**src/rtl/ueq_pkg.sv**
```systemverilog
`default_nettype none
package ueq_pkg;

  localparam int unsigned CAPACITY     = 8;
  localparam int unsigned TIME_BITS    = 40;
  localparam int unsigned TAG_BITS     = 16;
  localparam int unsigned RESULT_LIMIT = 8;
  localparam int unsigned MC_W         = 4;

  localparam int unsigned CNT_W = $clog2(CAPACITY + 1);
  localparam int unsigned IDX_W = (CAPACITY > 1) ? $clog2(CAPACITY) : 1;

  // input word layout
  localparam int unsigned IN_START_LO = 0;
  localparam int unsigned IN_END_LO   = IN_START_LO + TIME_BITS;
  localparam int unsigned IN_TAG_LO   = IN_END_LO + TIME_BITS;
  localparam int unsigned IN_FROM_LO  = IN_TAG_LO + TAG_BITS;
  localparam int unsigned IN_MAX_LO   = IN_FROM_LO + TIME_BITS;
  localparam int unsigned IN_FIELDS_W = IN_MAX_LO + MC_W;
  localparam int unsigned IN_DATA_W   = ((IN_FIELDS_W + 7) / 8) * 8;

  // output word layout
  localparam int unsigned OUT_FIELDS_W = 1 + 2 * TIME_BITS + TAG_BITS + MC_W;
  localparam int unsigned OUT_DATA_W   = ((OUT_FIELDS_W + 7) / 8) * 8;

  localparam logic REQ_ADD   = 1'b0;
  localparam logic REQ_QUERY = 1'b1;

  typedef struct packed {
    logic                 valid;
    logic [TIME_BITS-1:0] start_time;
    logic [TIME_BITS-1:0] end_time;
    logic [TAG_BITS-1:0]  tag;
  } ueq_entry_t;

  typedef struct packed {
    logic clear;
    logic insert;
    logic pop;
  } ueq_cell_ctrl_t;

endpackage
`default_nettype wire

```
**src/rtl/ueq_slot_store.sv**
```systemverilog
`default_nettype none
module ueq_slot_store (
  input  wire logic                            clk_i,
  input  wire logic                            rst_ni,
  input  wire logic                            wr_en_i,
  input  wire ueq_pkg::ueq_entry_t             wr_entry_i,
  input  wire logic [ueq_pkg::IDX_W-1:0]       rd_idx_i,
  output ueq_pkg::ueq_entry_t                  rd_entry_o,
  output logic [ueq_pkg::CNT_W-1:0]            used_o,
  output logic                                 full_o
);

  logic [ueq_pkg::TIME_BITS-1:0] start_q [ueq_pkg::CAPACITY];
  logic [ueq_pkg::TIME_BITS-1:0] end_q   [ueq_pkg::CAPACITY];
  logic [ueq_pkg::TAG_BITS-1:0]  tag_q   [ueq_pkg::CAPACITY];
  logic [ueq_pkg::CNT_W-1:0]     used_q, used_d;

  assign full_o = (used_q == ueq_pkg::CNT_W'(ueq_pkg::CAPACITY));
  assign used_o = used_q;
  assign used_d = used_q + ueq_pkg::CNT_W'(1);

  always_ff @(posedge clk_i or negedge rst_ni) begin
    if (!rst_ni) begin
      used_q <= '0;
    end else if (wr_en_i && !full_o) begin
      used_q <= used_d;
    end
  end

  always_ff @(posedge clk_i) begin
    if (wr_en_i && !full_o) begin
      start_q[used_q[ueq_pkg::IDX_W-1:0]] <= wr_entry_i.start_time;
      end_q[used_q[ueq_pkg::IDX_W-1:0]]   <= wr_entry_i.end_time;
      tag_q[used_q[ueq_pkg::IDX_W-1:0]]   <= wr_entry_i.tag;
    end
  end

  always_comb begin
    rd_entry_o.valid      = 1'b1;
    rd_entry_o.start_time = start_q[rd_idx_i];
    rd_entry_o.end_time   = end_q[rd_idx_i];
    rd_entry_o.tag        = tag_q[rd_idx_i];
  end

endmodule
`default_nettype wire

```
**src/rtl/ueq_sort_cell.sv**
```systemverilog
`default_nettype none
module ueq_sort_cell (
  input  wire logic                   clk_i,
  input  wire logic                   rst_ni,
  input  wire ueq_pkg::ueq_cell_ctrl_t ctrl_i,
  input  wire ueq_pkg::ueq_entry_t    new_entry_i,
  input  wire ueq_pkg::ueq_entry_t    left_entry_i,
  input  wire logic                   left_gt_i,
  input  wire ueq_pkg::ueq_entry_t    right_entry_i,
  output ueq_pkg::ueq_entry_t         entry_o,
  output logic                        gt_o
);

  ueq_pkg::ueq_entry_t entry_q, entry_d;

  // new word belongs at or before this cell
  assign gt_o = !entry_q.valid ||
                ($signed(entry_q.start_time) > $signed(new_entry_i.start_time));
  assign entry_o = entry_q;

  always_comb begin
    entry_d = entry_q;
    if (ctrl_i.clear) begin
      entry_d.valid = 1'b0;
    end else if (ctrl_i.insert && gt_o) begin
      entry_d = left_gt_i ? left_entry_i : new_entry_i;
    end else if (ctrl_i.pop) begin
      entry_d = right_entry_i;
    end
  end

  always_ff @(posedge clk_i or negedge rst_ni) begin
    if (!rst_ni) begin
      entry_q <= '0;
    end else begin
      entry_q <= entry_d;
    end
  end

endmodule
`default_nettype wire

```
**src/rtl/upcoming_event_sorted_query.sv**
```systemverilog
// upcoming event table with sorted query
// input channel s_axis: tuser selects add (0) or query (1); tdata carries the
// event times and tag for an add, the reference time and limit for a query.
// output channel m_axis: one word per add (accepted flag), one word per kept
// event of a query in ascending start order, or one empty word; tlast marks
// the final word of each request, tuser marks a word that carries an event.
// an add's word appears in the output register the cycle after acceptance.
// a query scans the stored slots one per cycle through the row of sort cells,
// stopping early once the query limit of events is kept, then emits its words
// one per cycle while the receiver accepts them.
// one request is in flight at a time; tready drops while a query runs.
// reset empties the table and the output register.
// if the receiver stalls the output register holds its word and the emit
// sequence waits; no word is lost or repeated.
`default_nettype none
module upcoming_event_sorted_query (
  input  wire logic                            clk_i,
  input  wire logic                            rst_ni,
  input  wire logic                            s_axis_tvalid,
  output logic                                 s_axis_tready,
  // start_time, end_time, entry_tag, from_time, max_count
  input  wire logic [ueq_pkg::IN_DATA_W-1:0]   s_axis_tdata,
  // req_type
  input  wire logic                            s_axis_tuser,
  output logic                                 m_axis_tvalid,
  input  wire logic                            m_axis_tready,
  // accepted, start_time_out, end_time_out, tag_out, match_count
  output logic [ueq_pkg::OUT_DATA_W-1:0]       m_axis_tdata,
  // has_event
  output logic                                 m_axis_tuser,
  output logic                                 m_axis_tlast
);

  typedef enum logic [1:0] {
    ST_IDLE,
    ST_SCAN,
    ST_EMIT
  } state_e;

  state_e                          state_q;
  logic [ueq_pkg::CNT_W-1:0]       idx_q;
  logic [ueq_pkg::MC_W-1:0]        n_q, rem_q, limit_q;
  logic [ueq_pkg::TIME_BITS-1:0]   from_q;

  logic                            out_acc_q, out_has_q, out_last_q;
  logic [ueq_pkg::TIME_BITS-1:0]   out_start_q, out_end_q;
  logic [ueq_pkg::TAG_BITS-1:0]    out_tag_q;
  logic [ueq_pkg::MC_W-1:0]        out_cnt_q;
  logic                            out_valid_q;

  logic                            in_fire, out_free, out_load, scan_go, hit;
  logic [ueq_pkg::MC_W-1:0]        in_max;
  ueq_pkg::ueq_entry_t             wr_entry, rd_entry;
  logic [ueq_pkg::CNT_W-1:0]       used;
  logic                            full;
  logic                            store_wr;
  ueq_pkg::ueq_cell_ctrl_t         cell_ctrl;

  ueq_pkg::ueq_entry_t             cell_entry [ueq_pkg::RESULT_LIMIT];
  logic                            cell_gt    [ueq_pkg::RESULT_LIMIT];

  assign out_free      = !out_valid_q || m_axis_tready;
  assign s_axis_tready = (state_q == ST_IDLE) && out_free;
  assign in_fire       = s_axis_tvalid && s_axis_tready;

  assign in_max = s_axis_tdata[ueq_pkg::IN_MAX_LO +: ueq_pkg::MC_W];

  always_comb begin
    wr_entry.valid      = 1'b1;
    wr_entry.start_time = s_axis_tdata[ueq_pkg::IN_START_LO +: ueq_pkg::TIME_BITS];
    wr_entry.end_time   = s_axis_tdata[ueq_pkg::IN_END_LO +: ueq_pkg::TIME_BITS];
    wr_entry.tag        = s_axis_tdata[ueq_pkg::IN_TAG_LO +: ueq_pkg::TAG_BITS];
  end

  assign store_wr = in_fire && (s_axis_tuser == ueq_pkg::REQ_ADD);
  assign out_load = store_wr || ((state_q == ST_EMIT) && out_free);

  ueq_slot_store u_store (
    .clk_i      (clk_i),
    .rst_ni     (rst_ni),
    .wr_en_i    (store_wr),
    .wr_entry_i (wr_entry),
    .rd_idx_i   (idx_q[ueq_pkg::IDX_W-1:0]),
    .rd_entry_o (rd_entry),
    .used_o     (used),
    .full_o     (full)
  );

  assign scan_go = (state_q == ST_SCAN) && (idx_q < used) && (n_q < limit_q);
  assign hit     = scan_go && ($signed(rd_entry.end_time) > $signed(from_q));

  assign cell_ctrl.clear  = in_fire && (s_axis_tuser == ueq_pkg::REQ_QUERY);
  assign cell_ctrl.insert = hit;
  assign cell_ctrl.pop    = (state_q == ST_EMIT) && out_free && (n_q != '0);

  for (genvar i = 0; i < int'(ueq_pkg::RESULT_LIMIT); i++) begin : g_cell
    ueq_pkg::ueq_entry_t left_entry, right_entry;
    logic                left_gt;

    if (i == 0) begin : g_first
      assign left_entry = '0;
      assign left_gt    = 1'b0;
    end else begin : g_mid
      assign left_entry = cell_entry[i-1];
      assign left_gt    = cell_gt[i-1];
    end

    if (i == int'(ueq_pkg::RESULT_LIMIT) - 1) begin : g_last
      assign right_entry = '0;
    end else begin : g_inner
      assign right_entry = cell_entry[i+1];
    end

    ueq_sort_cell u_cell (
      .clk_i         (clk_i),
      .rst_ni        (rst_ni),
      .ctrl_i        (cell_ctrl),
      .new_entry_i   (rd_entry),
      .left_entry_i  (left_entry),
      .left_gt_i     (left_gt),
      .right_entry_i (right_entry),
      .entry_o       (cell_entry[i]),
      .gt_o          (cell_gt[i])
    );
  end

  always_ff @(posedge clk_i or negedge rst_ni) begin
    if (!rst_ni) begin
      state_q     <= ST_IDLE;
      idx_q       <= '0;
      n_q         <= '0;
      rem_q       <= '0;
      limit_q     <= '0;
      from_q      <= '0;
      out_valid_q <= 1'b0;
      out_acc_q   <= 1'b0;
      out_has_q   <= 1'b0;
      out_last_q  <= 1'b0;
      out_start_q <= '0;
      out_end_q   <= '0;
      out_tag_q   <= '0;
      out_cnt_q   <= '0;
    end else begin
      if (out_valid_q && m_axis_tready && !out_load) begin
        out_valid_q <= 1'b0;
      end
      case (state_q)
        ST_IDLE: begin
          if (in_fire) begin
            if (s_axis_tuser == ueq_pkg::REQ_ADD) begin
              out_valid_q <= 1'b1;
              out_acc_q   <= !full;
              out_has_q   <= 1'b0;
              out_last_q  <= 1'b1;
              out_start_q <= '0;
              out_end_q   <= '0;
              out_tag_q   <= '0;
              out_cnt_q   <= '0;
            end else begin
              state_q <= ST_SCAN;
              idx_q   <= '0;
              n_q     <= '0;
              from_q  <= s_axis_tdata[ueq_pkg::IN_FROM_LO +: ueq_pkg::TIME_BITS];
              limit_q <= (in_max > ueq_pkg::MC_W'(ueq_pkg::RESULT_LIMIT)) ?
                         ueq_pkg::MC_W'(ueq_pkg::RESULT_LIMIT) : in_max;
            end
          end
        end
        ST_SCAN: begin
          if (scan_go) begin
            idx_q <= idx_q + ueq_pkg::CNT_W'(1);
            if (hit) begin
              n_q <= n_q + ueq_pkg::MC_W'(1);
            end
          end else begin
            state_q <= ST_EMIT;
            rem_q   <= n_q;
          end
        end
        ST_EMIT: begin
          if (out_free) begin
            out_valid_q <= 1'b1;
            out_acc_q   <= 1'b0;
            if (n_q == '0) begin
              out_has_q   <= 1'b0;
              out_last_q  <= 1'b1;
              out_start_q <= '0;
              out_end_q   <= '0;
              out_tag_q   <= '0;
              out_cnt_q   <= '0;
              state_q     <= ST_IDLE;
            end else begin
              out_has_q   <= 1'b1;
              out_last_q  <= (rem_q == ueq_pkg::MC_W'(1));
              out_start_q <= cell_entry[0].start_time;
              out_end_q   <= cell_entry[0].end_time;
              out_tag_q   <= cell_entry[0].tag;
              out_cnt_q   <= n_q;
              rem_q       <= rem_q - ueq_pkg::MC_W'(1);
              if (rem_q == ueq_pkg::MC_W'(1)) begin
                state_q <= ST_IDLE;
              end
            end
          end
        end
        default: begin
          state_q <= ST_IDLE;
        end
      endcase
    end
  end

  assign m_axis_tvalid = out_valid_q;
  assign m_axis_tuser  = out_has_q;
  assign m_axis_tlast  = out_last_q;
  assign m_axis_tdata  = ueq_pkg::OUT_DATA_W'({out_cnt_q, out_tag_q, out_end_q,
                                                out_start_q, out_acc_q});

endmodule
`default_nettype wire

```
**config.mk**
```make
export PLATFORM = sky130hd
export DESIGN_NAME = upcoming_event_sorted_query
export DESIGN_NICKNAME = d
export VERILOG_FILES = /design/src/rtl/ueq_pkg.sv /design/src/rtl/ueq_slot_store.sv /design/src/rtl/ueq_sort_cell.sv /design/src/rtl/upcoming_event_sorted_query.sv
export SDC_FILE = /design/constraint.sdc
export NUM_CORES = 2
export LEC_CHECK = 0
export BUFFER_PORTS_ARGS = -buffer_cell sky130_fd_sc_hd__buf_2
export CORE_MARGIN = 2
export CORE_UTILIZATION = 25
export CTS_CLUSTER_DIAMETER = 40
export DETAILED_ROUTE_END_ITERATION = 10
export SKIP_LAST_GASP = 1
export SYNTH_ARGS = -nofsm -noshare
export SYNTH_HDL_FRONTEND = slang
export SYNTH_SLANG_ARGS = --single-unit
```
**constraint.sdc**
```tcl
create_clock -name clk_i -period 17.7 [get_ports clk_i]
set_input_delay 2.655 -clock clk_i [delete_from_list [all_inputs] [get_ports clk_i]]
set_output_delay 2.655 -clock clk_i [all_outputs]
set_load 0.01 [all_outputs]
```
==> summary.md <==
| Metric | Value |
|---|---|
| Worst-case clock buffer depth | `4` |
| Buf+Inv Stages, Crit Path | `5` |
| DR WL/cell | `roughly 22 um` |
| Fmax | `between 100 and 150 MHz` |
| Hold Fails Final Rpt | `0` |
| Ports | `257` |
| Routed vias | `between 50000 and 60000` |
| Slowest CP cell | `nor4_1` |
| WHS Endpoint | `m_axis_tuser$_DFFE_PN0P_` |
| Post-synth EDFFs | `768` |
| Synth Flop Type | `dfrtp_1` |
| Num rows | `~210` |
| TritonCTS Sinks | `roughly 1700` |
| Clk pwr share | `between 20 and 30%` |
| Leak | `~43 nW` |
| CTS root buffer | `clkbuf_16` |
| Port buffer count | `249` |
| Critical Path RT | `between 15000 and 20000 ps` |
| Antenna violations before repair | `39` |
| Ranking of synthesized cells by area | `dfrtp_1, edfxtp_1, mux2i_1` |
| Drt total wl | `252 mm` |
| Post-synthesis cell count | `6557` |
| Final HPWL DP | `roughly 160 mm` |
| Sequential element share of the synthesized area | `between 50% and 60%` |
| Die Area | `between 300000 and 400000 um2` |
| Crit-path cells | `buf_4 > buf_4 > mux4_2 > mux2_2 > inv_1 > ha_1 > nand4_1 > nor4_1 > nand3_1 > o32a_1 > o21ai_0 > nand2_4 > nand2b_4 > buf_4 > buf_4 > mux2i_1` |
| Final Skew | `approximately 76 ps` |
| R2r worst-path depth | `16` |
| DRC viols | `0` |
| Syn Area/Cell | `between 10 and 15 um2` |
| Gr ovfl total | `0` |
| Count of final setup violators | `0` |
| Initial core utilization | `between 20% and 30%` |
| Chip width | `around 590 um` |
| Crit path top cell by count | `buf_4` |
| Post-synth top area share | `about 28%` |
| Worst-margin pin slew | `1270 ps` |
| Synth Register Bits | `approximately 1700` |
| Ys async rst share | `a little under three fifths` |
| Post-CTS setup buffer count | `0` |
| # hold bufs at CTS | `0` |
| CP delay by family, top | `buffers and inverters` |
| Gate power share | `between 30% and 40%` |
| Area Growth Syn to Fin | `18.7%` |
| RSZ-0062 raised after global routing | `false` |
| MaxCap Viol Count | `0` |
| 1st-pass router iterations | `8` |
| P_int | `roughly 12 mW` |
| Mapped Area | `84500 um2` |
| Yosys Warn Count | `0` |
| Critical path's largest stage delay | `990 ps` |
| Global-route wire length before repair | `between 300 and 400 mm` |
| Reg-to-reg endpoint | `g_cell[4].u_cell.entry_o[14]$_DFFE_PN0P_` |
| Largest area contributor in the netlist | `dfrtp_1` |
| Crit path max fanout | `48` |
| Crit share post-route | `55.1%` |
| Vias in the first global route | `slightly below 60000` |
| GPL Wtd Cong | `0.879` |
| Fin util | `between 20% and 30%` |
| Share of cells above drive strength 1 | `16.1%` |
| RR Startpoint | `idx_q[0]$_DFFE_PN0P_` |
| Status | `finished, final reports clean` |
| WP depth | `16` |
| Post-cts sizing count | `0` |
| Largest net degree at the start of global routing | `between 150 and 200` |
| Switching Share | `38.6%` |
| GRT Util Overall | `about 14%` |
| PwrDens | `187 nW/um2` |
| Initial DRC Count | `4195` |
| Area after DPL | `about 90000 um2` |
| Reg2reg setup slack | `7950 ps` |
| Final ANT Viol Nets | `0` |
| Core area | `337000 um2` |
| Rel. slew slack | `between 15 and 20%` |
| Die Ht | `between 500 and 600 um` |
| Crit path kind | `reg -> reg` |
| Fin. max-slew vios | `0` |
| Maximum VDD drop | `between 0.1 and 0.15 mV` |
| Design Area, Final | `approximately 100000 um2` |
| Pwr Total | `about 19 mW` |
| Seq pwr share | `~32%` |
| Clock transition at path regs | `~60 ps` |
| Worst hold path type | `reg -> reg` |
| Worst setup SP type | `flip-flop` |
| CTS tree | `built` |
| Layout Nets | `approximately 7300` |
| CTS H-tree lvls | `5` |
| Clock latency at the later pin of the worst-skew pair | `between 800 and 900 ps` |
| Sw Pwr | `7.25 mW` |
| Startpoint of the worst hold path | `m_axis_tuser$_DFFE_PN0P_` |
| Vias/cell | `4.89` |
| Hold path depth | `2` |
| Crit path time final | `roughly 9800 ps` |
| Post-synth cell types | `slightly above 60` |
| Setup_tns | `0 ps` |
| Crit. End Element | `flip-flop` |
| WP data arrival | `between 10000 and 15000 ps` |
| CTS buffer count | `between 200 and 300` |
[kinds of logic (layout without fill, tap and decap cells)]
family	count (synthesis)	in the layout	share of synthesized area [%]
other	1	11	0.00444
and+or+nand+nor	1014	1014	5.80
AOI/OAI and AO/OA	1396	1396	10.1
xor gates and xnor gates	6	6	0.0622
buffers and inverters	562	961	2.59
DFF	1710	1710	55.2
adders and majority gates	373	373	5.52
muxes	1495	1495	20.7
[worst max path at each step]
stage / from / endpoint / slack, ps
4_1_cts: idx_q[0]$_DFFE_PN0P_ / g_cell[4].u_cell.entry_o[14]$_DFFE_PN0P_ / 7890
6_report: idx_q[0]$_DFFE_PN0P_ / g_cell[4].u_cell.entry_o[14]$_DFFE_PN0P_ / 7950
3_3_place_gp: idx_q[0]$_DFFE_PN0P_ / g_cell[4].u_cell.entry_o[56]$_DFFE_PN0P_ / 8060
5_1_grt: idx_q[0]$_DFFE_PN0P_ / g_cell[4].u_cell.entry_o[14]$_DFFE_PN0P_ / 7460
2_1_floorplan: m_axis_tready / u_store.end_q[0][0]$_DFFE_PP_ / 6840
3_5_place_dp: idx_q[0]$_DFFE_PN0P_ / g_cell[4].u_cell.entry_o[1]$_DFFE_PN0P_ / 7970
[power by group through the flow]
| stage | logic (mW) | clock network [mW] | registers (mW) |
|---|---|---|---|
| 6_report | 7.11 | 5.59 | 6.09 |
| 5_1_grt | 7.83 | 5.87 | 6.21 |
| 4_1_cts | 7.13 | 5.70 | 6.11 |
| 3_5_place_dp | 7.09 | 0 | 6.18 |
| 3_3_place_gp | 6.90 | 0 | 6.13 |
| 2_1_floorplan | 4.99 | 0 | 5.76 |
[worst register-to-register path: stages, from the launching register on]
cell and delay [ps]:
dfrtp_4 800, buf_4 770, buf_4 980, mux4_2 630
mux2_2 400, inv_1 370, ha_1 210, nand4_1 200
nor4_1 990, nand3_1 400, o32a_1 440, o21ai_0 230
nand2_4 570, nand2b_4 780, buf_4 910, buf_4 700
mux2i_1 280
[cell usage in the layout, fill, tap and decap left out, types with 18 or more instances in the layout]
cell type   instances
buf_4              82
nor2_1            177
bufinv_16          36
clkbuf_1           24
mux2_2             97
a21oi_1           383
and2_1            192
o21ai_0           408
clkinvlp_4         27
dfrtp_1           939
a22o_1             98
clkinv_2           31
mux2i_1          1205
o22ai_1            97
nand4_1            77
mux4_2            192
inv_6              37
nand2_1           374
nor3_1             18
ha_1              373
nor2b_1            24
nand3_1            28
a21o_1             38
o211ai_1          111
nand2b_1           62
a211oi_1          202
edfxtp_1          768
inv_1             120
buf_2             248
clkbuf_16         286
[synth_stat cells (111+ instances only)]
cell type and count:
a211oi_1 202, a21oi_1 383, and2_1 193, clkbuf_1 344, dfrtp_1 942, edfxtp_1 768
ha_1 373, inv_1 120, mux2i_1 1205, mux4_2 192, nand2_1 375, nor2_1 185
o211ai_1 111, o21ai_0 409
[registers in the layout (all words and copies together) (netlist names), 2 cells and up]
register / cells
rem_q: 4
u_store.used_o: 4
limit_q: 4
u_store.end_q: 320
u_store.start_q: 320
out_end_q: 40
state_q: 2
out_start_q: 40
out_cnt_q: 4
g_cell.u_cell.entry_o: 776
idx_q: 4
n_q: 4
u_store.tag_q: 128
out_tag_q: 16
from_q: 40
[layer usage]
layer  vias up  wire length (um)  GRT usage, %
li1      25352                 -             -
met1     28846            107000          18.3
met2      1448            123000          24.3
met3       483             13400          2.62
met4        44              9110          5.40
met5         -               255             0
[area by class of cell]
class | instances | area, um2
Timing Repair Buffer | 341 | 2070
Antenna cell | 8 | 20.0
Multi-Input combinational cell | 4287 | 35900
Clock buffer | 325 | 7450
Fill cell | 33406 | 236000
Inverter | 120 | 450
Tap cell | 4515 | 5650
Clock inverter | 175 | 2130
Sequential cell | 1710 | 46600
[metrics by stage]
step                setup WS (ps)  instances  hold WS (ps)
finish                       7950      11481           486
global route                 7460      11474           511
CTS                          7890      11473           494
detailed placement           7970      10973           480
global placement             8060      10973           463
floorplan                    6840       6559           451
(Power assumes the default switching activity.)
